$ cat src/hdl/adrs_pkg.sv
`default_nettype none
package adrs_pkg;

	localparam int DEPTH_DEF   = 128;
	localparam int QUEUE_DEPTH = 4;

	localparam int OPCODE_W = 3;
	localparam int VALUE_W  = 32;
	localparam int STATUS_W = 2;
	localparam int COUNT_W  = 8;

	localparam int S_TDATA_W = VALUE_W;
	localparam int S_TUSER_W = OPCODE_W;
	localparam int M_TDATA_W = 2 * VALUE_W + COUNT_W;
	localparam int M_TUSER_W = STATUS_W + 1;

	localparam logic [OPCODE_W-1:0] OP_PUSH_FRONT = 3'd0;
	localparam logic [OPCODE_W-1:0] OP_PUSH_BACK  = 3'd1;
	localparam logic [OPCODE_W-1:0] OP_POP_FRONT  = 3'd2;
	localparam logic [OPCODE_W-1:0] OP_POP_BACK   = 3'd3;
	localparam logic [OPCODE_W-1:0] OP_CLEAR      = 3'd4;
	localparam logic [OPCODE_W-1:0] OP_REVERSE    = 3'd5;
	localparam logic [OPCODE_W-1:0] OP_SORT       = 3'd6;

	localparam logic signed [VALUE_W-1:0] EMPTY_WORD = -32'sd1;

	typedef enum logic [2:0] {
		CMD_PUSH_FRONT,
		CMD_PUSH_BACK,
		CMD_POP_FRONT,
		CMD_POP_BACK,
		CMD_CLEAR,
		CMD_REVERSE,
		CMD_SORT,
		CMD_NOP
	} cmd_kind_t;

	typedef struct packed {
		cmd_kind_t                  kind;
		logic signed [VALUE_W-1:0]  value;
	} cmd_t;

	typedef enum logic [STATUS_W-1:0] {
		STS_OK        = 2'd0,
		STS_OVERFLOW  = 2'd1,
		STS_UNDERFLOW = 2'd2
	} status_t;

	typedef enum logic [3:0] {
		BK_IDLE,
		BK_DONE,
		BK_REF_A,
		BK_REF_B,
		BK_REF_C,
		BK_REV_A,
		BK_REV_B,
		BK_REV_C,
		BK_REV_D,
		BK_SRT_LD,
		BK_SRT_GET,
		BK_SRT_CMP,
		BK_SRT_PUT
	} back_state_t;

endpackage
`default_nettype wire

$ cat src/hdl/adrs_front.sv
`default_nettype none
module adrs_front
	import adrs_pkg::*;
(
	input  wire logic                 clk,
	input  wire logic                 arst_n,
	input  wire logic                 s_tvalid,
	output logic                      s_tready,
	input  wire logic [S_TDATA_W-1:0] s_tdata,
	input  wire logic [S_TUSER_W-1:0] s_tuser,
	output logic                      cmd_valid,
	input  wire logic                 cmd_ready,
	output cmd_t                      cmd
);

	logic      valid_s1;
	cmd_t      cmd_s1;
	cmd_kind_t kind;

	// classify the opcode; the unused code becomes a no-op
	always_comb begin
		unique case (s_tuser)
			OP_PUSH_FRONT: kind = CMD_PUSH_FRONT;
			OP_PUSH_BACK:  kind = CMD_PUSH_BACK;
			OP_POP_FRONT:  kind = CMD_POP_FRONT;
			OP_POP_BACK:   kind = CMD_POP_BACK;
			OP_CLEAR:      kind = CMD_CLEAR;
			OP_REVERSE:    kind = CMD_REVERSE;
			OP_SORT:       kind = CMD_SORT;
			default:       kind = CMD_NOP;
		endcase
	end

	assign s_tready  = !valid_s1 || cmd_ready;
	assign cmd_valid = valid_s1;
	assign cmd       = cmd_s1;

	always_ff @(posedge clk) begin
		if (s_tvalid && s_tready) begin
			cmd_s1.kind  <= kind;
			cmd_s1.value <= $signed(s_tdata[VALUE_W-1:0]);
		end
	end

	always_ff @(posedge clk or negedge arst_n) begin
		if (!arst_n) begin
			valid_s1 <= 1'b0;
		end else if (s_tvalid && s_tready) begin
			valid_s1 <= 1'b1;
		end else if (cmd_ready) begin
			valid_s1 <= 1'b0;
		end
	end

endmodule
`default_nettype wire

$ cat config.mk
export PLATFORM = sky130hd
export DESIGN_NAME = adrs_front
export DESIGN_NICKNAME = d
export VERILOG_FILES = /design/src/hdl/adrs_pkg.sv /design/src/hdl/adrs_front.sv
export SDC_FILE = /design/constraint.sdc
export NUM_CORES = 1
export LEC_CHECK = 0
export BUFFER_PORTS_ARGS = -buffer_cell sky130_fd_sc_hd__buf_2
export CORE_MARGIN = 1
export CORE_UTILIZATION = 40
export DETAILED_ROUTE_END_ITERATION = 10
export PLACE_DENSITY = 0.78
export SLEW_MARGIN = 10
export SYNTH_ARGS = -nofsm -noshare
export SYNTH_HDL_FRONTEND = slang
export SYNTH_SLANG_ARGS = --single-unit
export TNS_END_PERCENT = 50
$ cat constraint.sdc
create_clock -name clk -period 1.6 [get_ports clk]
set_clock_uncertainty 0.15 [all_clocks]
set_input_delay 0.32 -clock clk [delete_from_list [all_inputs] [get_ports clk]]
set_output_delay 0.32 -clock clk [all_outputs]
set_load 0.02 [all_outputs]
# After elaboration in Yosys (flattened, before gate mapping)
# Cells that the tools add are included.
# totals
out_inout_bits	37
in_bits	39
regBits	36
# op_classes
eq_ne	6
muxes	3
n_reduce_logical	5
# ops
op	count
3-bit one-hot mux with 7 select lines	1
3-bit equality test, second input constant	3
3-bit by 2-bit equality test with 1-bit output, second input constant	2
3-bit by 1-bit equality test with 1-bit output, second input constant	1
3-bit logical NOT	1
1-bit two-way mux	2
2-bit nonzero test	1
1-bit logical AND	1
1-bit logical NOT	1
1-bit logical OR	1

# Logic depth before layout (Yosys ltp)
# logic_depth
word_depth	4
ltp_mapped	2
mapped_depth_nobuf	2

# Least setup slack after synthesis
# OpenSTA, ideal clock, no wires.
# synth_timing
path_kind	register to register
startpoint	register valid_s1 (netlist: cmd_valid)
endpoint	register cmd_s1, in the netlist cmd[0] (enable)
stages_incl_launch_ff	3
setup_time_ns	0.345
arrival_ns	0.976
setup_slack_ns	0.130
cell_sequence	dfrtp_1 nand2b_4 and2_4
# synth_via
elab_chain_len	3
# synth_rtl
item	line	rtl
start, declared	adrs_front.sv:16	logic valid_s1;
start signal, assigned	adrs_front.sv:47	valid_s1 <= 1'b0;
start signal, assigned	adrs_front.sv:49	valid_s1 <= 1'b1;
start signal, assigned	adrs_front.sv:51	valid_s1 <= 1'b0;
1-bit logical NOT	adrs_front.sv:34	assign s_tready = !valid_s1 || cmd_ready;
1-bit logical OR	adrs_front.sv:34	
via s_tready	adrs_front.sv:8	output logic s_tready,
1-bit logical AND	adrs_front.sv:39	if (s_tvalid && s_tready) begin
end, declared	adrs_front.sv:17	cmd_t cmd_s1;
# The timed path passes the listed nets, and every way through them passes these cells.
# A chain may end at the register's enable or synchronous reset.

# Final worst setup path
# layout_timing
startpoint	register valid_s1 (netlist: cmd_valid)
endpoint	output port s_tready
# layout_via
elab_chain_len	2
# layout_rtl
item	line
1-bit logical NOT	adrs_front.sv:34
1-bit logical OR	adrs_front.sv:34
end, declared	adrs_front.sv:8
# No other way between the ends.

==> summary.md <==
| Metric | Value |
|---|---|
| CP max stage delay | `0.42 ns` |
| Vias per cell | `4.49` |
| Worst-path clk slew | `0.09 ns` |
| First-pass GRT wire length | `3530 µm` |
| Worst min-delay path class | `primary input to register` |
| Critical-path maximum fanout | `3` |
| Top-count cell post-synth | `edfxtp_1` |
| Slew HR | `0.897` |
| Fin. max-slew vios | `0` |
| Remaining DRCs | `0` |
| Row count | `18` |
| Async SR Flop Fraction | `0.0278` |
| Setup TNS | `0 ns` |
| Largest net degree at the start of global routing | `24` |
| CTS tree | `done` |
| Cell Area, Synth | `0.00112 mm²` |
| Syn Nets | `81` |
| Status | `finished clean` |
| Initial DRT Pass Iterations | `4` |
| Largest area contributor in the netlist | `edfxtp_1` |
| Main synth FF type | `edfxtp_1` |
| GPL Wtd Cong | `0.671` |
| Commonest cells post-synth | `edfxtp_1 (35), clkbuf_1 (3)` |
| CTS buffer count | `5` |
| Leakage | `0.793 nW` |
| Max_cap viols | `0` |
| Post-CTS setup buffers | `0` |
| Critical path launch point type | `register` |
| I/O Buffers | `75` |
| WP data required | `1.13 ns` |
| Die width | `54.8 µm` |
| Clk Latency, worst-skew pair | `0.31 ns` |
| Register area share after synthesis | `0.964` |
| Setup crit end kind | `output pin` |
| GRT Total Usage | `0.193` |
| Crit-path leading delay family | `flip-flops` |
| Syn. warnings | `0` |
| Layout cells sized above 1 | `0.578` |
| Drt wl/cell | `14.1 µm` |
| Placed Area | `0.00155 mm²` |
| Pwr Density | `979 mW/mm²` |
| Hold WS | `0.0277 ns` |
| Final nets | `185` |
| # setup viols final | `0` |
| Fin area | `0.00183 mm²` |
| Crit-path cells | `nand2b_4, buf_2` |
| Unrepaired setup endpoints after global routing | `false` |
| Area contributors post-synth | `edfxtp_1 (94%), dfrtp_1 (2.2%), nand2b_4 (1.2%)` |
| Gr ovfl total | `0` |
| Worst Max-Slew Pin Slew | `0.155 ns` |
| Antenna violations before repair | `0` |
| Bufs and invs on worst path | `1` |
| Post-layout power | `1.79 mW` |
| Full die area | `0.00301 mm²` |
| # H-tree levels | `2` |
| Final Hold Viols | `0` |
| Max Buffers Root-to-Sink | `2` |
| Die Y | `54.8 µm` |
| Root buffer cell | `clkbuf_4` |
| Tmin final | `1.47 ns` |
| Post-synth EDFFs | `35` |
| Syn_area_per_cell | `26.6 µm²` |
| CP max-delay cell | `dfrtp_1` |
| Post-synth top area share | `0.942` |
| Crit Path Class | `register to output pin` |
| Synthesis-to-layout area growth | `63.6%` |
| I/O pins | `76` |
| Core area | `0.00257 mm²` |
| Tcrit/Tclk final | `0.917` |
| Fillers | `172` |
| Final WS setup | `0.132 ns` |
| Synth unique cells | `6` |
| Yosys reg bits | `36` |
| Vias in the first global route | `782` |
| Via count | `795` |
| ANT cells | `0` |
| Clock sink count | `36` |
| Post-Synthesis Cells | `42` |
| Iter 0 DRT Violations | `10` |
| Starting Density | `0.435` |
| Final WL | `2500 µm` |
| Worst Path Arrival | `1.00 ns` |
| Maximum VDD drop | `0.000912 V` |
| Max Clock Freq | `681 MHz` |
| Worst slack at placement | `0.272 ns` |
| Post-DRT Antenna Nets | `0` |
## cell usage in the layout, fill, tap and decap left out, drive strengths merged
cell	Yosys	routed
edfxtp	35	35
dfrtp	1	1
buf	0	77
nand2b	2	2
clkbuf	3	7
dlygate4sd3	0	23
and2	1	1
clkinv	0	1
## per-stage QoR
stage | utilization | instances
after floorplan | - | 42
after global placement | 0.602 | 146
after detailed placement | 0.602 | 146
after CTS | 0.711 | 177
after global routing | 0.711 | 177
final | 0.711 | 177
## logic make-up after synthesis
| family | Yosys count | synth area share |
|---|---|---|
| buffers and inverters | 3 | 0.0101 |
| flip-flops | 36 | 0.964 |
| AND/OR/NAND/NOR | 3 | 0.0258 |
## where the power goes
| part | leakage (nW) | internal [mW] | switching (mW) |
|---|---|---|---|
| combinational | 0.420 | 0.115 | 0.130 |
| sequential | 0.344 | 1.10 | 0.0137 |
| clock | 0.0293 | 0.171 | 0.261 |
## per-layer routing
metal  vias to the layer above  track usage  wire, µm
li1                        370            -         -
met1                       354        0.189       800
met2                        64        0.313      1280
met3                         7        0.103       356
met4                         0        0.128        55
met5                         -            0         0
## worst paths after layout
check / startpoint / end / slack [ns] / cells past startpoint
worst max-delay path: cmd_valid / s_tready / 0.13 / 2
worst min-delay path: s_tdata[2] / cmd[2] / 0.03 / 1
worst max register to register: cmd_valid / cmd[32] / 0.27 / 3
worst min register to register: cmd_valid / cmd_valid / 0.44 / 2
max in group asynchronous: arst_n / cmd_valid / 1.06 / 2
min in group asynchronous: arst_n / cmd_valid / 0.15 / 2
## cell type report
type	instances	area, µm²	share of cell area
Tap cell	30	37.5	0.0206
Timing Repair Buffer	100	633	0.347
Multi-Input combinational cell	3	28.8	0.0158
Clock inverter	1	5.00	0.00274
Clock buffer	7	45.0	0.0247
Sequential cell	36	1080	0.589
## registers in the layout (all words and copies together), names as in the netlist
register	flops
cmd_valid	1
cmd	35
## what timing repair did
item,CTS,global route
hold endpoints to repair,23,0
hold buffers,23,0
resized for setup,0,0
(Power assumes the default switching activity.)
