## config.mk

```make
export PLATFORM = sky130hd
export DESIGN_NAME = adrs_fifo
export DESIGN_NICKNAME = d
export VERILOG_FILES = /design/src/hdl/adrs_fifo.sv
export SDC_FILE = /design/constraint.sdc
export NUM_CORES = 1
export LEC_CHECK = 0
export ABC_CLOCK_PERIOD_IN_PS = 2500
export BUFFER_PORTS_ARGS = -buffer_cell sky130_fd_sc_hd__buf_2
export CAP_MARGIN = 20
export CORE_ASPECT_RATIO = 2
export CORE_MARGIN = 3
export CORE_UTILIZATION = 30
export CTS_BUF_LIST = sky130_fd_sc_hd__clkbuf_8
export DETAILED_ROUTE_END_ITERATION = 10
export PLACE_DENSITY = 0.54
export SLEW_MARGIN = 20
export SYNTH_ARGS = -nofsm -noshare
export SYNTH_HDL_FRONTEND = slang
export SYNTH_SLANG_ARGS = --single-unit
export TNS_END_PERCENT = 1
```

## constraint.sdc

```tcl
create_clock -name clk -period 2.5 [get_ports clk]
set_input_delay 0.125 -clock clk [delete_from_list [all_inputs] [get_ports clk]]
set_output_delay 0.125 -clock clk [all_outputs]
set_load 0.05 [all_outputs]
```

## src/hdl/adrs_fifo.sv

```systemverilog
`default_nettype none
module adrs_fifo #(
	parameter int WIDTH = 8,
	parameter int DEPTH = 4
) (
	input  wire logic             clk,
	input  wire logic             arst_n,
	input  wire logic             in_valid,
	output logic                  in_ready,
	input  wire logic [WIDTH-1:0] in_data,
	output logic                  out_valid,
	input  wire logic             out_ready,
	output logic      [WIDTH-1:0] out_data
);

	localparam int PW = (DEPTH > 1) ? $clog2(DEPTH) : 1;
	localparam int CW = $clog2(DEPTH + 1);

	logic [WIDTH-1:0] mem_q [DEPTH];
	logic [PW-1:0]    wr_ptr_q;
	logic [PW-1:0]    rd_ptr_q;
	logic [CW-1:0]    fill_q;
	logic             push;
	logic             pop;

	assign in_ready  = (fill_q != CW'(DEPTH));
	assign out_valid = (fill_q != '0);
	assign out_data  = mem_q[rd_ptr_q];
	assign push      = in_valid && in_ready;
	assign pop       = out_valid && out_ready;

	function automatic logic [PW-1:0] next_ptr(input logic [PW-1:0] p);
		return (p == PW'(DEPTH - 1)) ? '0 : p + PW'(1);
	endfunction

	always_ff @(posedge clk) begin
		if (push) begin
			mem_q[wr_ptr_q] <= in_data;
		end
	end

	always_ff @(posedge clk or negedge arst_n) begin
		if (!arst_n) begin
			wr_ptr_q <= '0;
			rd_ptr_q <= '0;
			fill_q   <= '0;
		end else begin
			if (push) begin
				wr_ptr_q <= next_ptr(wr_ptr_q);
			end
			if (pop) begin
				rd_ptr_q <= next_ptr(rd_ptr_q);
			end
			unique case ({push, pop})
				2'b10:   fill_q <= fill_q + CW'(1);
				2'b01:   fill_q <= fill_q - CW'(1);
				default: fill_q <= fill_q;
			endcase
		end
	end

endmodule
`default_nettype wire

```

### Word-level counts from Yosys, hierarchy flattened

Memories as Yosys holds them, arrays and structs flattened.
Cells that the tools add are included.

| storage, ports and cells | value |
|---|---|
| bits in writable memories | 32 |
| input port bits | 12 |
| memories | 1 |
| flip-flop bits (word level) | 7 |
| output and inout bits | 10 |

Memories:

| name | words | width | read ports | clocked after memory_dff | wr ports | RTL line | text |
|---|---|---|---|---|---|---|---|
| mem_q | 4 | 8 | 1 | 0 | 1 | 19 | `logic [WIDTH-1:0] mem_q [DEPTH];` |

| cells by class | value |
|---|---|
| $add $sub $neg | 4 |
| equal/unequal tests | 5 |
| reductions and logical operators | 4 |
| muxes and demuxes | 5 |

Operators by type and width:

| cell | count |
|---|---|
| 2-bit equality test (second input constant) | 3 |
| 3-bit one-hot mux with 2 select lines | 1 |
| 2-bit by 1-bit adder with 2-bit output (second input constant) | 2 |
| 2-bit 2-to-1 mux | 2 |
| 3-bit by 1-bit adder with 3-bit output (second input constant) | 1 |
| 3-bit inequality test (second input constant) | 1 |
| 3-bit nonzero test | 1 |
| 3-bit by 1-bit subtractor with 3-bit output (second input constant) | 1 |
| 2-bit by 1-bit equality test with 1-bit output (second input constant) | 1 |
| 1-bit logical AND | 2 |
| 1-bit 2-to-1 mux | 2 |
| 2-bit nonzero test | 1 |

### Logic depth before layout (Yosys ltp)

Gate-level depths: netlist (run 1).

| logic depth | value |
|---|---|
| word-level depth | 4 |
| depth in mapped cells | 9 |

### Worst setup path before layout (run 1)

OpenSTA, ideal clock, no wires.

| path | value |
|---|---|
| kind | reg2reg |
| from | register fill_q[0] |
| to | register fill_q[1] |
| slack | 0.386 ns |
| arrival time | 2.031 ns |
| clock period less this slack | 2.114 ns |
| stages on the path, launching flop included | 8 |
| setup time | 0.083 ns |
| required time | 2.417 ns |
| cell sequence | dfrtp_1 -> or3_1 -> nand2_1 -> inv_1 -> ha_1 -> inv_1 -> fa_1 -> o21ai_0 |

| between the ends | value |
|---|---|
| cells in the longest elaborated chain, start to end | 4 |

Ends and longest elaborated chain:

| element | RTL line | text |
|---|---|---|
| start: declaration | 22 | `logic [CW-1:0] fill_q;` |
| start signal: assignment | 55 | `2'b10: fill_q <= fill_q + CW'(1);` |
| start signal: assignment | 56 | `2'b01: fill_q <= fill_q - CW'(1);` |
| start signal: assignment | 57 | `default: fill_q <= fill_q;` |
| 3-bit nonzero test (*) | 27 | `assign out_valid = (fill_q != '0);` |
| via out_valid | 11 | `output logic out_valid,` |
| 1-bit logical AND (*) | 30 | `assign pop = out_valid && out_ready;` |
| via pop | 24 | `logic pop;` |
| 2-bit by 1-bit equality test with 1-bit output or 2-bit equality test (tied branches) | 54 | `unique case ({push, pop})` |
| 3-bit one-hot mux with 2 select lines or 2-bit nonzero test (tied branches) | -- |  |

Mark *: on every way through the listed nets, which the timed path passes. The rest lies on a longest branch.
A chain may end at the register's enable or synchronous reset.

### Worst setup path after layout (run 1)

| path | value |
|---|---|
| from | register fill_q[0] |
| to | register fill_q[2] |

| between the ends | value |
|---|---|
| cells in the longest elaborated chain, start to end | 4 |

Ends and longest elaborated chain:

| element | RTL line |
|---|---|
| 3-bit inequality test or 3-bit nonzero test (tied branches) | 26, 27 |
| 1-bit logical AND (on tied branches) | 29, 30 |
| 2-bit by 1-bit equality test with 1-bit output or 2-bit equality test (tied branches) | 54 |
| 3-bit one-hot mux with 2 select lines or 2-bit nonzero test (tied branches) | -- |

Several ways; a longest one is shown, not always the timed one.

==> flow_metrics.env, run 1 <==
export IMPL_fmax_ghz=0.464
export IMPL_cts_root_buf="clkbuf_8"
export IMPL_ys_seq_elements=39
export IMPL_worstHoldPathType="in -> reg"
export IMPL_vias=781
export IMPL_die_x_um=57.8
export IMPL_grt_ovfl_total=0
export IMPL_antenna_found_initial=0
export IMPL_start_kind="register"
export IMPL_synth_avg_cell_area_um2=19.4
export IMPL_critPathArrivalTime_ps=2360
export IMPL_yosys_area_top_type="edfxtp_1"
export IMPL_skew_ps=4.67
export IMPL_fin_setup_tns_ps=0
export IMPL_detail_route_iter0_violations=15
export IMPL_cts_resized=0
export IMPL_num_rows=37
export IMPL_finalPower_w=0.00253
export IMPL_drv_cap=0
export IMPL_worstMarginPinSlew_ps=590
export IMPL_place_congestion=0.699
export IMPL_dieArea_um2=6330
export IMPL_ant_nets=0
export IMPL_final_core_util=0.365
export IMPL_hold_violations=0
export IMPL_synth_most_common_cell="edfxtp_1"
export IMPL_rsz0062_at_grt="no"
export IMPL_status="complete, no violations"
export IMPL_crit_chain="or3b_1 > nand2_4 > ha_1 > inv_1 > fa_1 > xor2_1 > nor2_1 > xor2_1"
export IMPL_core_area_um2=5180
export IMPL_critPathMaxFanout=6
export IMPL_die_y_um=110
export IMPL_synth_warnings=0
export IMPL_cts_made_buffers=5
export IMPL_synthArstFlopShare=0.179
export IMPL_clock_sinks=39
export IMPL_diodes=0
export IMPL_fin_nets=128
export IMPL_worst_path_max_delay_cell="or3b_1"
export IMPL_wl_per_cell_um=15.2
export IMPL_maxSlewHeadroom=0.606
export IMPL_endpoint_kind="register"
export IMPL_required_ps=2710
export IMPL_initial_utilization=0.310
export IMPL_synth_nets=102
export IMPL_slew_viol_final=0
export IMPL_crit_family="simple AND/OR/NAND/NOR gates"
export IMPL_port_buffers=21
export IMPL_yosys_most_used_dff="edfxtp_1"
export IMPL_viasPerCell=4.65
export IMPL_synth_cells=83
export IMPL_cts_max_level=2
export IMPL_drtPass1Iterations=4
export IMPL_io_pin_count=22
export IMPL_synth_edf_count=32
export IMPL_fin_area_um2=1890
export IMPL_cp_num_buf_inv=1
export IMPL_clkLatencyLatePin_ps=280
export IMPL_dpl_hpwl_mm=1.92
export IMPL_grt_max_degree=13
export IMPL_ir_drop_uv=761
export IMPL_routed_wl_mm=2.56
export IMPL_cts_tree="done"
export IMPL_netlist_area_leader_share=0.598
export IMPL_setup_violations=0
export IMPL_drc=0
export IMPL_syn_to_final_growth_pct=17.7
export IMPL_cts_max_path_buffers=2
export IMPL_placement_cell_area_um2=1770
export IMPL_fin_crit_sh=0.863
export IMPL_leakage_nw=0.735
export IMPL_path_clk_slew_ps=70
export IMPL_grt_usage=0.0920
export IMPL_drive_gt1_frac=0.382
export IMPL_cp_common_cell="xor2_1"
export IMPL_path_class="reg -> reg"
export IMPL_synthTopCellsByCount="32 x edfxtp_1, 8 x mux4_2, 7 x dfrtp_1"
export IMPL_p_per_area_nw_per_um2=1330
export IMPL_synth_area_um2=1610
export IMPL_slowest_delay_ps=500
export IMPL_grt_first_pass_wirelength_mm=4.16
export IMPL_grt_pass1_vias=878
export IMPL_fin_crit_ps=2160
export IMPL_seq_area_frac_synth=0.707
export IMPL_synth_cell_types=20
export IMPL_ys_top_cells_by_area="edfxtp_1 60%, mux4_2 11%, dfrtp_1 11%"
[registers in the layout (all words and copies together) (netlist names)]
signal and flops:
fill_q 3, rd_ptr_q 2, wr_ptr_q 2, mem_q 32
[area by class of cell]
class	instances	area [µm²]
clock buffer	6	82.6
multi-input combinational	35	429
timing repair buffer	22	115
clock inverter	2	35.0
inverter	6	22.5
tap	58	72.6
sequential	39	1140
fill	509	3290
[power by group]
group	switching [W]	total (W)	internal, W
clock	0.000198	0.000521	0.000323
combinational	0.000622	0.000985	0.000363
sequential	0.000142	0.00102	0.000880
[logic make-up (layout without fill, tap and decap cells)]
| group | after synthesis | after routing | synth area share |
|---|---|---|---|
| AO/OA/AOI/OAI | 1 | 1 | 0.00311 |
| XOR/XNOR | 3 | 3 | 0.0163 |
| multiplexers | 12 | 12 | 0.145 |
| AND/OR/NAND/NOR | 12 | 12 | 0.0436 |
| buffers and inverters | 9 | 36 | 0.0265 |
| adder cells (fa/ha/maj) | 7 | 7 | 0.0591 |
| flip-flops | 39 | 39 | 0.707 |
[repair_timing]
item / in CTS / in global routing
hold buffers: 1 / 0
setup buffers: 0 / 0
endpoints found under the hold margin: 7 / 0
[cell usage in the layout (no fill, tap or decap), types with 2 or more instances in the layout]
master and instances:
edfxtp_1 32, buf_2 21, mux4_2 8, dfrtp_1 7, inv_1 6, ha_1 6
clkbuf_8 6, and3_1 4, nor2_1 3, nand2_1 2, mux2_4 2, mux2_2 2
xor2_1 2
[routing by layer]
metal	GRT usage	vias to the layer above	wire length, µm
met2	0.167	17	1510
met5	0	-	0
met3	0.0294	5	91
li1	-	365	-
met1	0.0857	394	879
met4	0.0580	0	74
[metrics by stage]
stage / hold slack [ps] / instances / worst slack (ps)
CTS: 46.8 / 168 / 328
global placement: -36.9 / 159 / 435
floorplan: -171 / 83 / 386
detailed placement: -36.9 / 159 / 347
finish: 56.7 / 168 / 344
global route: 49.8 / 168 / 226
[worst register-to-register path: stages, from the launching register on]
cell and delay (ps):
dfrtp_1 420, or3b_1 500, nand2_4 140, ha_1 200, inv_1 60, fa_1 370, xor2_1 150, nor2_1 110
xor2_1 140
[path summary, 6_finish.rpt]
path / depth (start not counted) / from / slack, ps / endpoint
min in group asynchronous: 2 / arst_n / 190 / wr_ptr_q[1]
max in group asynchronous: 2 / arst_n / 2160 / rd_ptr_q[0]
min reg2reg: 1 / fill_q[2] / 490 / fill_q[2]
max reg2reg: 8 / fill_q[0] / 340 / fill_q[2]
max: 8 / fill_q[0] / 340 / fill_q[2]
min: 1 / in_data[1] / 60 / mem_q[1][1]
Note: power is estimated with default switching activity, not from simulation.
==> run 2: changes to the inputs <==
--- a/config.mk
+++ b/config.mk
@@ -10,10 +10,10 @@
 export CAP_MARGIN = 20
 export CORE_ASPECT_RATIO = 2
 export CORE_MARGIN = 3
-export CORE_UTILIZATION = 30
+export CORE_UTILIZATION = 25
 export CTS_BUF_LIST = sky130_fd_sc_hd__clkbuf_8
 export DETAILED_ROUTE_END_ITERATION = 10
-export PLACE_DENSITY = 0.54
+export PLACE_DENSITY = 0.48
 export SLEW_MARGIN = 20
 export SYNTH_ARGS = -nofsm -noshare
 export SYNTH_HDL_FRONTEND = slang
==> run 2 against run 1 <==
Net effect:
- count of clock-buffer cells in the layout shrank 1
- non-clock buffer count is the same
- global-route usage shrank 0.40 points
- routed wire length grew 13%
- critical path depth is the same
- total power grew 3.9%
- hold slack lost 9.9 ps
- final cell count grew 15%
- cell area grew 2.5%
- critical endpoint unchanged
==> flow_metrics.env, run 2 (synthesis gave the netlist of run 1 again) <==
export IMPL_core_area_um2=6110
export IMPL_num_rows=40
export IMPL_syn_to_final_growth_pct=20.7
export IMPL_rsz0062_at_grt="no"
export IMPL_comb_power_share=0.377
export IMPL_worstHoldPathType="in -> reg"
export IMPL_worstMarginPinSlew_ps=613
export IMPL_start_kind="register"
export IMPL_seqPwrFrac=0.390
export IMPL_drv_cap=0
export IMPL_dp_slack_ps=300
export IMPL_cts_max_path_buffers=2
export IMPL_wl_per_cell_um=14.9
export IMPL_drive_gt1_frac=0.373
export IMPL_regMostFlops="mem_q"
export IMPL_path_clk_slew_ps=80
export IMPL_r2r_slack_ps=290
export IMPL_drtPass1Iterations=4
export IMPL_post_place_cells=185
export IMPL_setup_ws_ps=295
export IMPL_setup_violations=0
export IMPL_min_path_cells=1
export IMPL_slew_viol_final=0
export IMPL_ant_nets=0
export IMPL_critPathArrivalTime_ps=2420
export IMPL_grt_ovfl_total=0
export IMPL_leakage_nw=0.744
export IMPL_antenna_found_initial=0
export IMPL_grt_first_pass_wirelength_mm=4.74
export IMPL_viasPerCell=4.01
export IMPL_initial_utilization=0.263
export IMPL_reg2reg_depth=8
export IMPL_detail_route_iter0_violations=18
export IMPL_skew_ps=7.65
export IMPL_die_y_um=119
export IMPL_place_congestion=0.736
export IMPL_largest_register_ffs=32
export IMPL_cts_root_buf="clkbuf_8"
export IMPL_vias=778
export IMPL_mostFrequentLayoutCell="edfxtp_1"
export IMPL_cts_made_buffers=5
export IMPL_ir_drop_uv=580
export IMPL_hold_violations=0
export IMPL_diodes=0
export IMPL_path_class="reg -> reg"
export IMPL_dieArea_um2=7490
export IMPL_layout_common_cells="32 x edfxtp_1, 21 x buf_2, 8 x mux4_2, 7 x inv_1, 7 x dfrtp_1"
export IMPL_die_x_um=62.7
export IMPL_instances_no_fill=194
export IMPL_grt_max_degree=13
export IMPL_fmax_ghz=0.453
export IMPL_io_pin_count=22
export IMPL_reg2reg_to="fill_q[2]"
export IMPL_drc=0
export IMPL_power_switching_w=0.000990
export IMPL_maxSlewHeadroom=0.591
export IMPL_port_buffers=21
export IMPL_fin_crit_ps=2210
export IMPL_required_ps=2710
export IMPL_cts_max_level=2
export IMPL_fin_nets=128
export IMPL_finalPower_w=0.00263
export IMPL_clockPowerShare=0.233
export IMPL_fin_crit_sh=0.882
export IMPL_reg_largest_list="mem_q: 32 flops, fill_q: 3 flops"
export IMPL_dpl_hpwl_mm=2.14
export IMPL_fillers=642
export IMPL_fin_setup_tns_ps=0
export IMPL_endpoint_kind="register"
export IMPL_status="complete, no violations"
export IMPL_post_cts_buffers=0
export IMPL_hold_slack_ps=46.7
export IMPL_rr_startpoint="fill_q[0]"
export IMPL_critPathMaxFanout=6
export IMPL_p_int_w=0.00164
export IMPL_hold_path_end="mem_q[1][1]"
export IMPL_routed_wl_mm=2.90
export IMPL_hp_start="in_data[1]"
export IMPL_cts_tree="done"
export IMPL_clkLatencyLatePin_ps=290
export IMPL_clock_sinks=39
export IMPL_sw_frac_of_total=0.377
export IMPL_grt_pass1_vias=917
export IMPL_p_per_area_nw_per_um2=1350
export IMPL_grt_usage=0.0880
==> run 2: worst max path at each step <==
stage                            to  depth (start not counted)      start  slack (ps)
after floorplan           fill_q[1]                          7  fill_q[0]         390
after global placement    fill_q[2]                          8  fill_q[0]         430
after detailed placement  fill_q[2]                          8  fill_q[0]         300
after CTS                 fill_q[2]                          8  fill_q[0]         290
after global routing      fill_q[2]                          8  fill_q[0]         130
final                     fill_q[2]                          8  fill_q[0]         290
==> run 2: layer usage <==
layer | global-route usage | wire length (µm) | vias up | share of wire
met4 | 0.0622 | 92 | 0 | 0.032
met2 | 0.159 | 1690 | 17 | 0.58
met3 | 0.0274 | 120 | 5 | 0.041
li1 | - | - | 361 | -
met5 | 0 | 0 | - | 0
met1 | 0.0816 | 991 | 395 | 0.34
==> run 2: area by class of cell <==
class | instances | area [µm²] | share of cell area
clock buffer | 5 | 68.8 | 0.0355
timing repair buffer | 22 | 115 | 0.0593
sequential | 39 | 1140 | 0.585
tap | 84 | 105 | 0.0542
multi-input combinational | 35 | 429 | 0.221
inverter | 6 | 22.5 | 0.0116
clock inverter | 3 | 63.8 | 0.0329
==> run 2: stage by stage <==
| step | utilization | cell area [µm²] |
|---|---|---|
| 6_report | 0.318 | 1940 |
| 5_1_grt | 0.318 | 1940 |
| 4_1_cts | 0.318 | 1940 |
| 3_5_place_dp | 0.294 | 1800 |
| 3_3_place_gp | 0.294 | 1800 |
| 2_1_floorplan | - | 1610 |
==> run 2: timing repair <==
| item | CTS | global route |
|---|---|---|
| hold endpoints to repair | 7 | 0 |
| hold buffers | 1 | 0 |
| resized for setup | 0 | 0 |
==> run 2: critical path, stage by stage (launching register included) <==
cell and delay [ps]:
dfrtp_1 420, or3b_1 500, nand2_4 140, ha_1 200, inv_1 60, fa_1 380
xor2_1 160, nor2_1 120, xor2_1 150
==> run 2: power by group through the flow <==
stage	logic (W)	registers (W)	clock network, W
after floorplan	0.000878	0.000943	0
after global placement	0.000983	0.00103	0
after detailed placement	0.00101	0.00104	0
after CTS	0.00101	0.00103	0.000634
after global routing	0.00107	0.00105	0.000659
final	0.000991	0.00102	0.000612
