<file path="src/hdl/adrs_pkg.sv">
`default_nettype none
package adrs_pkg;

	localparam int DEPTH_DEF   = 128;
	localparam int QUEUE_DEPTH = 4;

	localparam int OPCODE_W = 3;
	localparam int VALUE_W  = 32;
	localparam int STATUS_W = 2;
	localparam int COUNT_W  = 8;

	localparam int S_TDATA_W = VALUE_W;
	localparam int S_TUSER_W = OPCODE_W;
	localparam int M_TDATA_W = 2 * VALUE_W + COUNT_W;
	localparam int M_TUSER_W = STATUS_W + 1;

	localparam logic [OPCODE_W-1:0] OP_PUSH_FRONT = 3'd0;
	localparam logic [OPCODE_W-1:0] OP_PUSH_BACK  = 3'd1;
	localparam logic [OPCODE_W-1:0] OP_POP_FRONT  = 3'd2;
	localparam logic [OPCODE_W-1:0] OP_POP_BACK   = 3'd3;
	localparam logic [OPCODE_W-1:0] OP_CLEAR      = 3'd4;
	localparam logic [OPCODE_W-1:0] OP_REVERSE    = 3'd5;
	localparam logic [OPCODE_W-1:0] OP_SORT       = 3'd6;

	localparam logic signed [VALUE_W-1:0] EMPTY_WORD = -32'sd1;

	typedef enum logic [2:0] {
		CMD_PUSH_FRONT,
		CMD_PUSH_BACK,
		CMD_POP_FRONT,
		CMD_POP_BACK,
		CMD_CLEAR,
		CMD_REVERSE,
		CMD_SORT,
		CMD_NOP
	} cmd_kind_t;

	typedef struct packed {
		cmd_kind_t                  kind;
		logic signed [VALUE_W-1:0]  value;
	} cmd_t;

	typedef enum logic [STATUS_W-1:0] {
		STS_OK        = 2'd0,
		STS_OVERFLOW  = 2'd1,
		STS_UNDERFLOW = 2'd2
	} status_t;

	typedef enum logic [3:0] {
		BK_IDLE,
		BK_DONE,
		BK_REF_A,
		BK_REF_B,
		BK_REF_C,
		BK_REV_A,
		BK_REV_B,
		BK_REV_C,
		BK_REV_D,
		BK_SRT_LD,
		BK_SRT_GET,
		BK_SRT_CMP,
		BK_SRT_PUT
	} back_state_t;

endpackage
`default_nettype wire

</file>
<file path="src/hdl/adrs_ram.sv">
`default_nettype none
module adrs_ram #(
	parameter int WIDTH = 32,
	parameter int DEPTH = 128
) (
	input  wire logic                     clk,
	input  wire logic                     we,
	input  wire logic [$clog2(DEPTH)-1:0] waddr,
	input  wire logic [WIDTH-1:0]         wdata,
	input  wire logic [$clog2(DEPTH)-1:0] raddr,
	output logic      [WIDTH-1:0]         rdata
);

	logic [WIDTH-1:0] mem_q [DEPTH];

	always_ff @(posedge clk) begin
		if (we) begin
			mem_q[waddr] <= wdata;
		end
		rdata <= mem_q[raddr];
	end

endmodule
`default_nettype wire

</file>
<file path="src/hdl/adrs_back.sv">
`default_nettype none
module adrs_back
	import adrs_pkg::*;
#(
	parameter int DEPTH = DEPTH_DEF
) (
	input  wire logic                 clk,
	input  wire logic                 arst_n,
	input  wire logic                 cmd_valid,
	output logic                      cmd_pop,
	input  wire cmd_t                 cmd,
	output logic                      m_tvalid,
	input  wire logic                 m_tready,
	output logic      [M_TDATA_W-1:0] m_tdata,
	output logic      [M_TUSER_W-1:0] m_tuser
);

	localparam int AW = $clog2(DEPTH);

	back_state_t state_q, state_d;

	logic [AW-1:0]             first_q, last_q;
	logic                      empty_q;
	logic [AW-1:0]             i_q, j_q;
	logic signed [VALUE_W-1:0] front_q, back_q, t_q;
	status_t                   status_q;

	logic                      we;
	logic [AW-1:0]             waddr, raddr;
	logic [VALUE_W-1:0]        wdata, rdata;

	logic                      res_valid_q;
	logic [M_TDATA_W-1:0]      tdata_q;
	logic [M_TUSER_W-1:0]      tuser_q;
	logic                      out_free;
	logic                      load_out;
	logic                      less;
	logic                      multi;
	logic [AW:0]               cnt_full;

	adrs_ram #(
		.WIDTH(VALUE_W),
		.DEPTH(DEPTH)
	) u_store (
		.clk  (clk),
		.we   (we),
		.waddr(waddr),
		.wdata(wdata),
		.raddr(raddr),
		.rdata(rdata)
	);

	assign out_free = !res_valid_q || m_tready;
	assign less     = t_q < $signed(rdata);
	assign multi    = !empty_q && (first_q < last_q);
	assign cnt_full = {1'b0, last_q} - {1'b0, first_q} + (AW + 1)'(1);
	assign m_tvalid = res_valid_q;
	assign m_tdata  = tdata_q;
	assign m_tuser  = tuser_q;

	// next state
	always_comb begin
		state_d = state_q;
		unique case (state_q)
			BK_IDLE: begin
				if (cmd_valid) begin
					unique case (cmd.kind)
						CMD_POP_FRONT, CMD_POP_BACK:
							state_d = multi ? BK_REF_A : BK_DONE;
						CMD_REVERSE: state_d = multi ? BK_REV_A : BK_DONE;
						CMD_SORT:    state_d = multi ? BK_SRT_LD : BK_DONE;
						default:     state_d = BK_DONE;
					endcase
				end
			end
			BK_REF_A:   state_d = BK_REF_B;
			BK_REF_B:   state_d = BK_REF_C;
			BK_REF_C:   state_d = BK_DONE;
			BK_REV_A:   state_d = BK_REV_B;
			BK_REV_B:   state_d = BK_REV_C;
			BK_REV_C:   state_d = BK_REV_D;
			BK_REV_D:   state_d = ((j_q - i_q) > AW'(2)) ? BK_REV_A : BK_REF_A;
			BK_SRT_LD:  state_d = BK_SRT_GET;
			BK_SRT_GET: state_d = BK_SRT_CMP;
			BK_SRT_CMP: begin
				if (!(less && ((j_q - AW'(1)) > first_q))) begin
					state_d = BK_SRT_PUT;
				end
			end
			BK_SRT_PUT: state_d = (i_q < last_q) ? BK_SRT_GET : BK_REF_A;
			BK_DONE:    state_d = out_free ? BK_IDLE : BK_DONE;
			default:    state_d = BK_IDLE;
		endcase
	end

	// store port, queue pop and result load
	always_comb begin
		we       = 1'b0;
		waddr    = '0;
		wdata    = cmd.value;
		raddr    = first_q;
		cmd_pop  = 1'b0;
		load_out = 1'b0;
		unique case (state_q)
			BK_IDLE: begin
				cmd_pop = cmd_valid;
				if (cmd_valid && (cmd.kind == CMD_PUSH_FRONT)
						&& (empty_q || (first_q != '0))) begin
					we    = 1'b1;
					waddr = empty_q ? '0 : first_q - AW'(1);
				end
				if (cmd_valid && (cmd.kind == CMD_PUSH_BACK)
						&& (empty_q || (last_q != AW'(DEPTH - 1)))) begin
					we    = 1'b1;
					waddr = empty_q ? '0 : last_q + AW'(1);
				end
			end
			BK_REF_A:   raddr = first_q;
			BK_REF_B:   raddr = last_q;
			BK_REV_A:   raddr = i_q;
			BK_REV_B:   raddr = j_q;
			BK_REV_C: begin
				we    = 1'b1;
				waddr = i_q;
				wdata = rdata;
			end
			BK_REV_D: begin
				we    = 1'b1;
				waddr = j_q;
				wdata = t_q;
			end
			BK_SRT_LD:  raddr = i_q;
			BK_SRT_GET: raddr = i_q - AW'(1);
			BK_SRT_CMP: begin
				raddr = j_q - AW'(2);
				if (less) begin
					we    = 1'b1;
					waddr = j_q;
					wdata = rdata;
				end
			end
			BK_SRT_PUT: begin
				we    = 1'b1;
				waddr = j_q;
				wdata = t_q;
				raddr = i_q + AW'(1);
			end
			BK_DONE:    load_out = out_free;
			default:    raddr = first_q;
		endcase
	end

	always_ff @(posedge clk or negedge arst_n) begin
		if (!arst_n) begin
			state_q     <= BK_IDLE;
			first_q     <= '0;
			last_q      <= '0;
			empty_q     <= 1'b1;
			res_valid_q <= 1'b0;
		end else begin
			state_q <= state_d;
			if (state_q == BK_IDLE && cmd_valid) begin
				unique case (cmd.kind)
					CMD_PUSH_FRONT: begin
						if (empty_q) begin
							first_q <= '0;
							last_q  <= '0;
							empty_q <= 1'b0;
						end else if (first_q != '0) begin
							first_q <= first_q - AW'(1);
						end
					end
					CMD_PUSH_BACK: begin
						if (empty_q) begin
							first_q <= '0;
							last_q  <= '0;
							empty_q <= 1'b0;
						end else if (last_q != AW'(DEPTH - 1)) begin
							last_q <= last_q + AW'(1);
						end
					end
					CMD_POP_FRONT: begin
						if (!empty_q) begin
							if (first_q >= last_q) begin
								first_q <= '0;
								last_q  <= '0;
								empty_q <= 1'b1;
							end else begin
								first_q <= first_q + AW'(1);
							end
						end
					end
					CMD_POP_BACK: begin
						if (!empty_q) begin
							if (last_q <= first_q) begin
								first_q <= '0;
								last_q  <= '0;
								empty_q <= 1'b1;
							end else begin
								last_q <= last_q - AW'(1);
							end
						end
					end
					CMD_CLEAR: begin
						first_q <= '0;
						last_q  <= '0;
						empty_q <= 1'b1;
					end
					default: begin
						empty_q <= empty_q;
					end
				endcase
			end
			if (load_out) begin
				res_valid_q <= 1'b1;
			end else if (m_tready) begin
				res_valid_q <= 1'b0;
			end
		end
	end

	// working registers and the result word
	always_ff @(posedge clk) begin
		unique case (state_q)
			BK_IDLE: begin
				// only a command actually taken from the queue may touch the cache
				if (cmd_valid) begin
					i_q <= (cmd.kind == CMD_SORT) ? first_q + AW'(1) : first_q;
					j_q <= last_q;
					unique case (cmd.kind)
						CMD_PUSH_FRONT: begin
							if (empty_q) begin
								status_q <= STS_OK;
								front_q  <= cmd.value;
								back_q   <= cmd.value;
							end else if (first_q != '0) begin
								status_q <= STS_OK;
								front_q  <= cmd.value;
							end else begin
								status_q <= STS_OVERFLOW;
							end
						end
						CMD_PUSH_BACK: begin
							if (empty_q) begin
								status_q <= STS_OK;
								front_q  <= cmd.value;
								back_q   <= cmd.value;
							end else if (last_q != AW'(DEPTH - 1)) begin
								status_q <= STS_OK;
								back_q   <= cmd.value;
							end else begin
								status_q <= STS_OVERFLOW;
							end
						end
						CMD_POP_FRONT, CMD_POP_BACK: begin
							status_q <= empty_q ? STS_UNDERFLOW : STS_OK;
						end
						default: begin
							status_q <= STS_OK;
						end
					endcase
				end
			end
			BK_REF_B:   front_q <= $signed(rdata);
			BK_REF_C:   back_q  <= $signed(rdata);
			BK_REV_B:   t_q     <= $signed(rdata);
			BK_REV_D: begin
				i_q <= i_q + AW'(1);
				j_q <= j_q - AW'(1);
			end
			BK_SRT_GET: begin
				t_q <= $signed(rdata);
				j_q <= i_q;
			end
			BK_SRT_CMP: begin
				if (less) begin
					j_q <= j_q - AW'(1);
				end
			end
			BK_SRT_PUT: i_q <= i_q + AW'(1);
			default: begin
				t_q <= t_q;
			end
		endcase
		if (load_out) begin
			if (empty_q) begin
				tdata_q <= {COUNT_W'(0), EMPTY_WORD, EMPTY_WORD};
			end else begin
				tdata_q <= {COUNT_W'(cnt_full), back_q, front_q};
			end
			tuser_q <= {empty_q, status_q};
		end
	end

endmodule
`default_nettype wire

</file>
<file path="config.mk">
export PLATFORM = sky130hd
export DESIGN_NAME = adrs_back
export DESIGN_NICKNAME = d
export VERILOG_FILES = /design/src/hdl/adrs_pkg.sv /design/src/hdl/adrs_ram.sv /design/src/hdl/adrs_back.sv
export SDC_FILE = /design/constraint.sdc
export NUM_CORES = 2
export LEC_CHECK = 0
export ABC_AREA = 1
export ABC_CLOCK_PERIOD_IN_PS = 8500
export BUFFER_PORTS_ARGS = -buffer_cell sky130_fd_sc_hd__buf_2
export CORE_MARGIN = 4
export CORE_UTILIZATION = 50
export DETAILED_ROUTE_END_ITERATION = 7
export PLACE_DENSITY_LB_ADDON = 0.15
export SLEW_MARGIN = 0
export SYNTH_ARGS = -nofsm -noshare
export SYNTH_HDL_FRONTEND = slang
export SYNTH_SLANG_ARGS = --single-unit
export TNS_END_PERCENT = 10
</file>
<file path="constraint.sdc">
create_clock -name clk -period 8.5 [get_ports clk]
set_clock_uncertainty 0.2 [all_clocks]
set_input_delay 2.125 -clock clk [delete_from_list [all_inputs] [get_ports clk]]
set_output_delay 2.125 -clock clk [all_outputs]
set_load 0.01 [all_outputs]
</file>
# After elaboration in Yosys (flattened, before gate mapping)
# Memories as Yosys holds them, arrays and structs flattened. A register that Yosys moved wholly into a read port is not among the register bits.
# Cells that the tools add are included.
# W data, S select, Z words.
[word_totals]
wordCells = 176
register_bits = 207
n_memories = 1
ram_bits = 4096
output_inout_bits = 77
[op_classes]
n_reduce_logical = 37
n_eq_ne = 35
add_sub_neg = 11
n_mux = 72
magnitude_cmp = 7
[mem_list]
columns = ["memory", "depth", "width", "rd", "rd_ports_with_merged_regs", "write_ports", "line_no", "source"]
rows = [
  ["u_store.mem_q", 128, 32, 1, 1, 1, "adrs_ram.sv:14", "logic [WIDTH-1:0] mem_q [DEPTH];"],
]
[ops]
columns = ["operator", "n"]
rows = [
  ["$mux W32", 8],
  ["$pmux W32 S2", 4],
  ["$mux W7", 22],
  ["$pmux W32 S3", 1],
  ["$pmux W7 S5", 2],
  ["$pmux W7 S4", 2],
  ["$pmux W4 S13", 1],
  ["$pmux W7 S6", 1],
  ["$lt A32 B32 Y1", 1],
  ["$sub A7 B1 Y7 const B", 4],
  ["$add A7 B1 Y7 const B", 3],
  ["$eq A4 B4 Y1 const B", 5],
  ["$mux W1", 18],
  ["$ne A2 B2 Y1 const B", 9],
  ["$eq A4 B3 Y1 const B", 4],
  ["$mux W4", 4],
  ["$lt A7 B7 Y1", 2],
  ["$pmux W7 S2", 1],
  ["$reduce_and A7 Y1", 2],
  ["$pmux W4 S3", 1],
  ["$reduce_and A5 Y1", 2],
  ["$reduce_or A2 Y1", 5],
  ["$eq A3 B3 Y1 const B", 3],
  ["$ne A3 B3 Y1 const B", 3],
  ["other kinds (32)", 54],
]

# Longest topological paths before layout
[logic_depth]
depth_word = 8
ltp_mapped = 21
mapped_depth_nobuf = 20

# Hierarchy
# A second synthesis with hierarchy kept.
[hier_totals]
hier_cells = 14825
area_unflattened_um2 = 177107.4
[modules_own_cells]
columns = ["mod", "n_inst", "seq_area_each_um2", "area_each_um2", "cells_each"]
rows = [
  ["adrs_ram", 1, 123638.6, 164634.1, 13389],
  ["adrs_back", 1, 6117.1, 12473.2, 1436],
]

# Worst setup path after synthesis
# Ideal clock, no wire load.
[synth_timing]
path_type = "input port to flip-flop"
start = "input port cmd[33] (netlist bit)"
end = "register front_q[0], enable pin"
t_arrival_ns = 5.880
setup_slack_ns = 1.910
n_path_buf = 0
setup_time_ns = 0.511
path_stages = 6
cell_sequence = "inv_1 -> nand2_1 -> nor2_1 -> inv_1 -> nor2_1 -> o41ai_1"
[synth_between]
elab_chain_cells = 3
[synth_lines]
columns = ["element", "line_no", "source"]
rows = [
  ["from (decl)", "adrs_back.sv:11", "input wire cmd_t cmd,"],
  ["$eq A3 B1 Y1 / $logic_not A3 Y1 (equally long branches)", "adrs_back.sv:230", "unique case (cmd.kind)"],
  ["$ne A3 B3 Y1 (no source line) / $ne A4 B3 Y1 (equally long branches)", "-", ""],
  ["$reduce_and A5 Y1 (no source line) *", "-", ""],
  ["to (signal assigned)", "adrs_back.sv:234", "front_q <= cmd.value;"],
  ["to (signal assigned)", "adrs_back.sv:238", "front_q <= cmd.value;"],
  ["to (signal assigned)", "adrs_back.sv:246", "front_q <= cmd.value;"],
  ["to (decl)", "adrs_back.sv:25", "logic signed [VALUE_W-1:0] front_q, back_q, t_q;"],
]
# Mark *: on every way between the ends. The rest lies on a longest branch, timed or not.
# A chain may end at the register's enable or synchronous reset.

# Worst setup path after layout
[layout_timing]
start = "input port cmd[33] (netlist bit)"
end = "memory u_store.mem_q[44][16], enable pin"
[layout_between]
elab_chain_cells = 8
[layout_lines]
columns = ["element", "line_no", "source"]
rows = [
  ["$logic_not A3 Y1", "adrs_back.sv:107", "if (cmd_valid && (cmd.kind == CMD_PUSH_FRONT)"],
  ["$logic_and A1 B1 Y1", "adrs_back.sv:107", ""],
  ["$logic_and A1 B1 Y1", "adrs_back.sv:108", "&& (empty_q || (first_q != '0))) begin"],
  ["$mux W1", "adrs_back.sv:107", ""],
  ["$mux W1", "adrs_back.sv:112", "if (cmd_valid && (cmd.kind == CMD_PUSH_BACK)"],
  ["$pmux W1 S3", "adrs_back.sv:104", "unique case (state_q)"],
  ["$mux W1", "adrs_ram.sv:17", "if (we) begin"],
  ["$mux W1 (not written as such)", "adrs_ram.sv:18", "mem_q[waddr] <= wdata;"],
  ["to (decl)", "adrs_ram.sv:14", ""],
]
# Parallel ways exist; a longest one is shown, timed or not.

==> impl_metrics.json <==
{
  "cp-startpoint": "cmd[33]",
  "die_w_um": 607,
  "hold_viol": 0,
  "wirelength_mm": 554,
  "critPathSlowestCell": "nor2_4",
  "vias": 122000,
  "ctsHoldBuffers": 0,
  "hold_depth": 0,
  "async_flop_share": 0.00461,
  "dieArea_sq_um": 368000,
  "cts_tree": "done",
  "yosys_warnings": 0,
  "rr_worst_depth": 12,
  "setup_slack_ns": 2.01,
  "hp-class": "reg -> reg",
  "cts_buffers": 445,
  "firstDrtPassIters": 6,
  "synthTopCellsByArea": "edfxtp_1, nand3_1, nand2_1",
  "hold_start": "status_q[1]",
  "slew_headroom": 0.130,
  "cts_root_buf": "clkbuf_16",
  "r2r-end": "u_store.mem_q[44][16]",
  "grtUsageTotal": 0.294,
  "path_cells": "buf_2 > inv_1 > nand2_1 > nor2_1 > inv_1 > nor2_1 > o21ai_2 > a21oi_2 > a31oi_1 > nand3_1 > nor2b_1 > nand2_1 > nor2_4",
  "vias_per_cell": 6.18,
  "yosysSeqAreaShare": 0.724,
  "synth_edf_count": 4283,
  "std_cell_rows": 219,
  "ctsLongestPathBuffers": 4,
  "wl_met2_mm": 246,
  "max_clock_freq_mhz": 154,
  "antenna_found_initial": 28,
  "cts.sink_count": 4335,
  "tns_ns": 0,
  "routed.top_layer": "met5",
  "clk_pin_slew_ns": 0.06,
  "grt_pass1_wl_mm": 798,
  "worst_pin_slew_ns": 1.30,
  "reg2reg_slack_ns": 2.16,
  "grt_pass1_vias": 113000,
  "setup_violations": 0,
  "end_kind": "flip-flop",
  "max_stage_delay_ns": 1.06,
  "hold_path_end": "m_tuser[1]",
  "drv_slew": 0,
  "synth_seq_cells": 4335,
  "die_h_um": 607,
  "syn_nets": 15000,
  "place.gp.congestion": 0.927,
  "ant_nets": 0,
  "synth_commonest_cells": "nand3_1, edfxtp_1, nand2_1, buf_2, clkbuf_1",
  "drt-wirelength-per-cell_um": 28.0,
  "core-area_sq_um": 356000,
  "synthCells": 14900,
  "area_growth_syn_to_layout_pct": 11.2,
  "dr_wl_met3_mm": 57.2,
  "drive_above_1_share": 0.0887,
  "dp_hpwl_mm": 315,
  "route.detailed.drc": 0,
  "fill_cells": 29300,
  "cap_violations": 0,
  "clk-insertion-delay-late_ns": 1.01,
  "synthFlopType": "edfxtp_1",
  "status": "completed",
  "overflow": 0,
  "rsz0062_at_grt": "no",
  "cts_setup_buffers": 0,
  "drt_iter0_drc": 17600,
  "nets": 14800,
  "initial_core_util": 0.503,
  "wl_met1_mm": 224,
  "period_minus_slack_ns": 6.49,
  "htree_levels": 5,
  "syn_area_sq_um": 179000,
  "crit_required_ns": 8.88,
  "criticalPathCategory": "in -> reg",
  "r2r_start": "first_q[0]",
  "worst_setup_path_start_kind": "input port",
  "critPathMaxFanout": 32,
  "yosysUniqueCellTypes": 53,
  "synth_largest_area_cell": "edfxtp_1",
  "ios": 116,
  "post-synth-top-count-cell": "nand3_1",
  "period_share": 0.764,
  "place_ws_ns": 1.18,
  "io_buffer_count": 115,
  "arrival_ns": 6.87,
  "synth_top_area_share": 0.718,
  "grt_max_degree": 188,
  "synth.avg_cell_area_sq_um": 12.0,
  "cts_resized": 0
}
kinds of logic (layout without fill, tap and decap cells):
family / after synthesis / count (layout) / share of synthesized area
buffers and inverters: 1296 / 1439 / 0.0314
other: 0 / 11 / 0
and+or+nand+nor: 8905 / 8905 / 0.229
AOI/OAI and AO/OA: 268 / 268 / 0.00863
xor gates and xnor gates: 21 / 21 / 0.00103
adders and majority gates: 78 / 78 / 0.00562
DFF: 4335 / 4335 / 0.724
layout make-up:
class                      instances  area (sq um)  area share
clock buffer                     538         11600      0.0582
clock inverter                   277          2200      0.0111
timing repair buffer             459          3900      0.0196
tap                             4751          5940      0.0299
inverter                         165           687     0.00345
multi-input combinational       9272         45000       0.226
antenna                           11          27.5    0.000138
sequential                      4335        130000       0.652
layer usage:
metal | global-route usage | vias to the layer above
li1 | - | 54200
met3 | 0.0533 | 995
met5 | 0 | -
met1 | 0.427 | 60700
met2 | 0.436 | 6446
met4 | 0.126 | 2
flip-flops by register name (all words and copies together), names as in the netlist:
register       count
back_q            32
empty_q            1
first_q            7
front_q           32
i_q                7
j_q                7
last_q             7
m_tdata           72
m_tuser            3
m_tvalid           1
state_q            4
status_q           2
t_q               32
u_store.mem_q   4096
u_store.rdata     32
critical path, delay by kind of cell:
family                 cells  cell delay [ns]
and+or+nand+nor            7             3.58
buffers and inverters      3             0.36
AOI/OAI and AO/OA          3             0.75
cells in the final DEF, fill, tap and decap left out, types with 8 or more instances in the layout:
cell       instances
nand3_1         5768
edfxtp_1        4283
nand2_1         2774
clkbuf_16        448
buf_4            285
o21ai_0          148
inv_1            137
nor2_4           132
clkinv_1         123
buf_2            115
clkinv_2          96
nor2_1            90
clkbuf_1          86
ha_1              74
or2_2             66
buf_12            59
a21oi_1           43
dfxtp_1           32
bufinv_16         28
nand4_1           19
dfrtp_1           19
xor2_1            17
nand3_4           17
inv_4             16
a221oi_1          15
inv_6             15
nor3_1            14
o22ai_1           13
diode_2           11
nand2_2            8
stage by stage:
stage / cell area (sq um) / hold slack (ns) / std cells / utilization
after floorplan: 179000 / 0.200 / 14900 / -
after detailed placement: 185000 / 0.207 / 19000 / 0.520
final: 199000 / 0.219 / 19800 / 0.559
after global placement: 185000 / 0.202 / 19000 / 0.520
after global routing: 199000 / 0.226 / 19800 / 0.559
after CTS: 199000 / 0.221 / 19800 / 0.559
worst max path at each step:
stage,end,slack (ns),cells after the start
after floorplan,front_q[0],1.91,6
after global placement,u_store.mem_q[45][10],1.03,13
after detailed placement,u_store.mem_q[43][6],1.18,13
after CTS,u_store.mem_q[44][16],2.19,13
after global routing,u_store.mem_q[44][16],1.73,13
final,u_store.mem_q[44][16],2.01,13
Power is left out: the tool's default activity adds up to more than one toggle a clock period on the data nets, which glitch-free logic cannot reach.
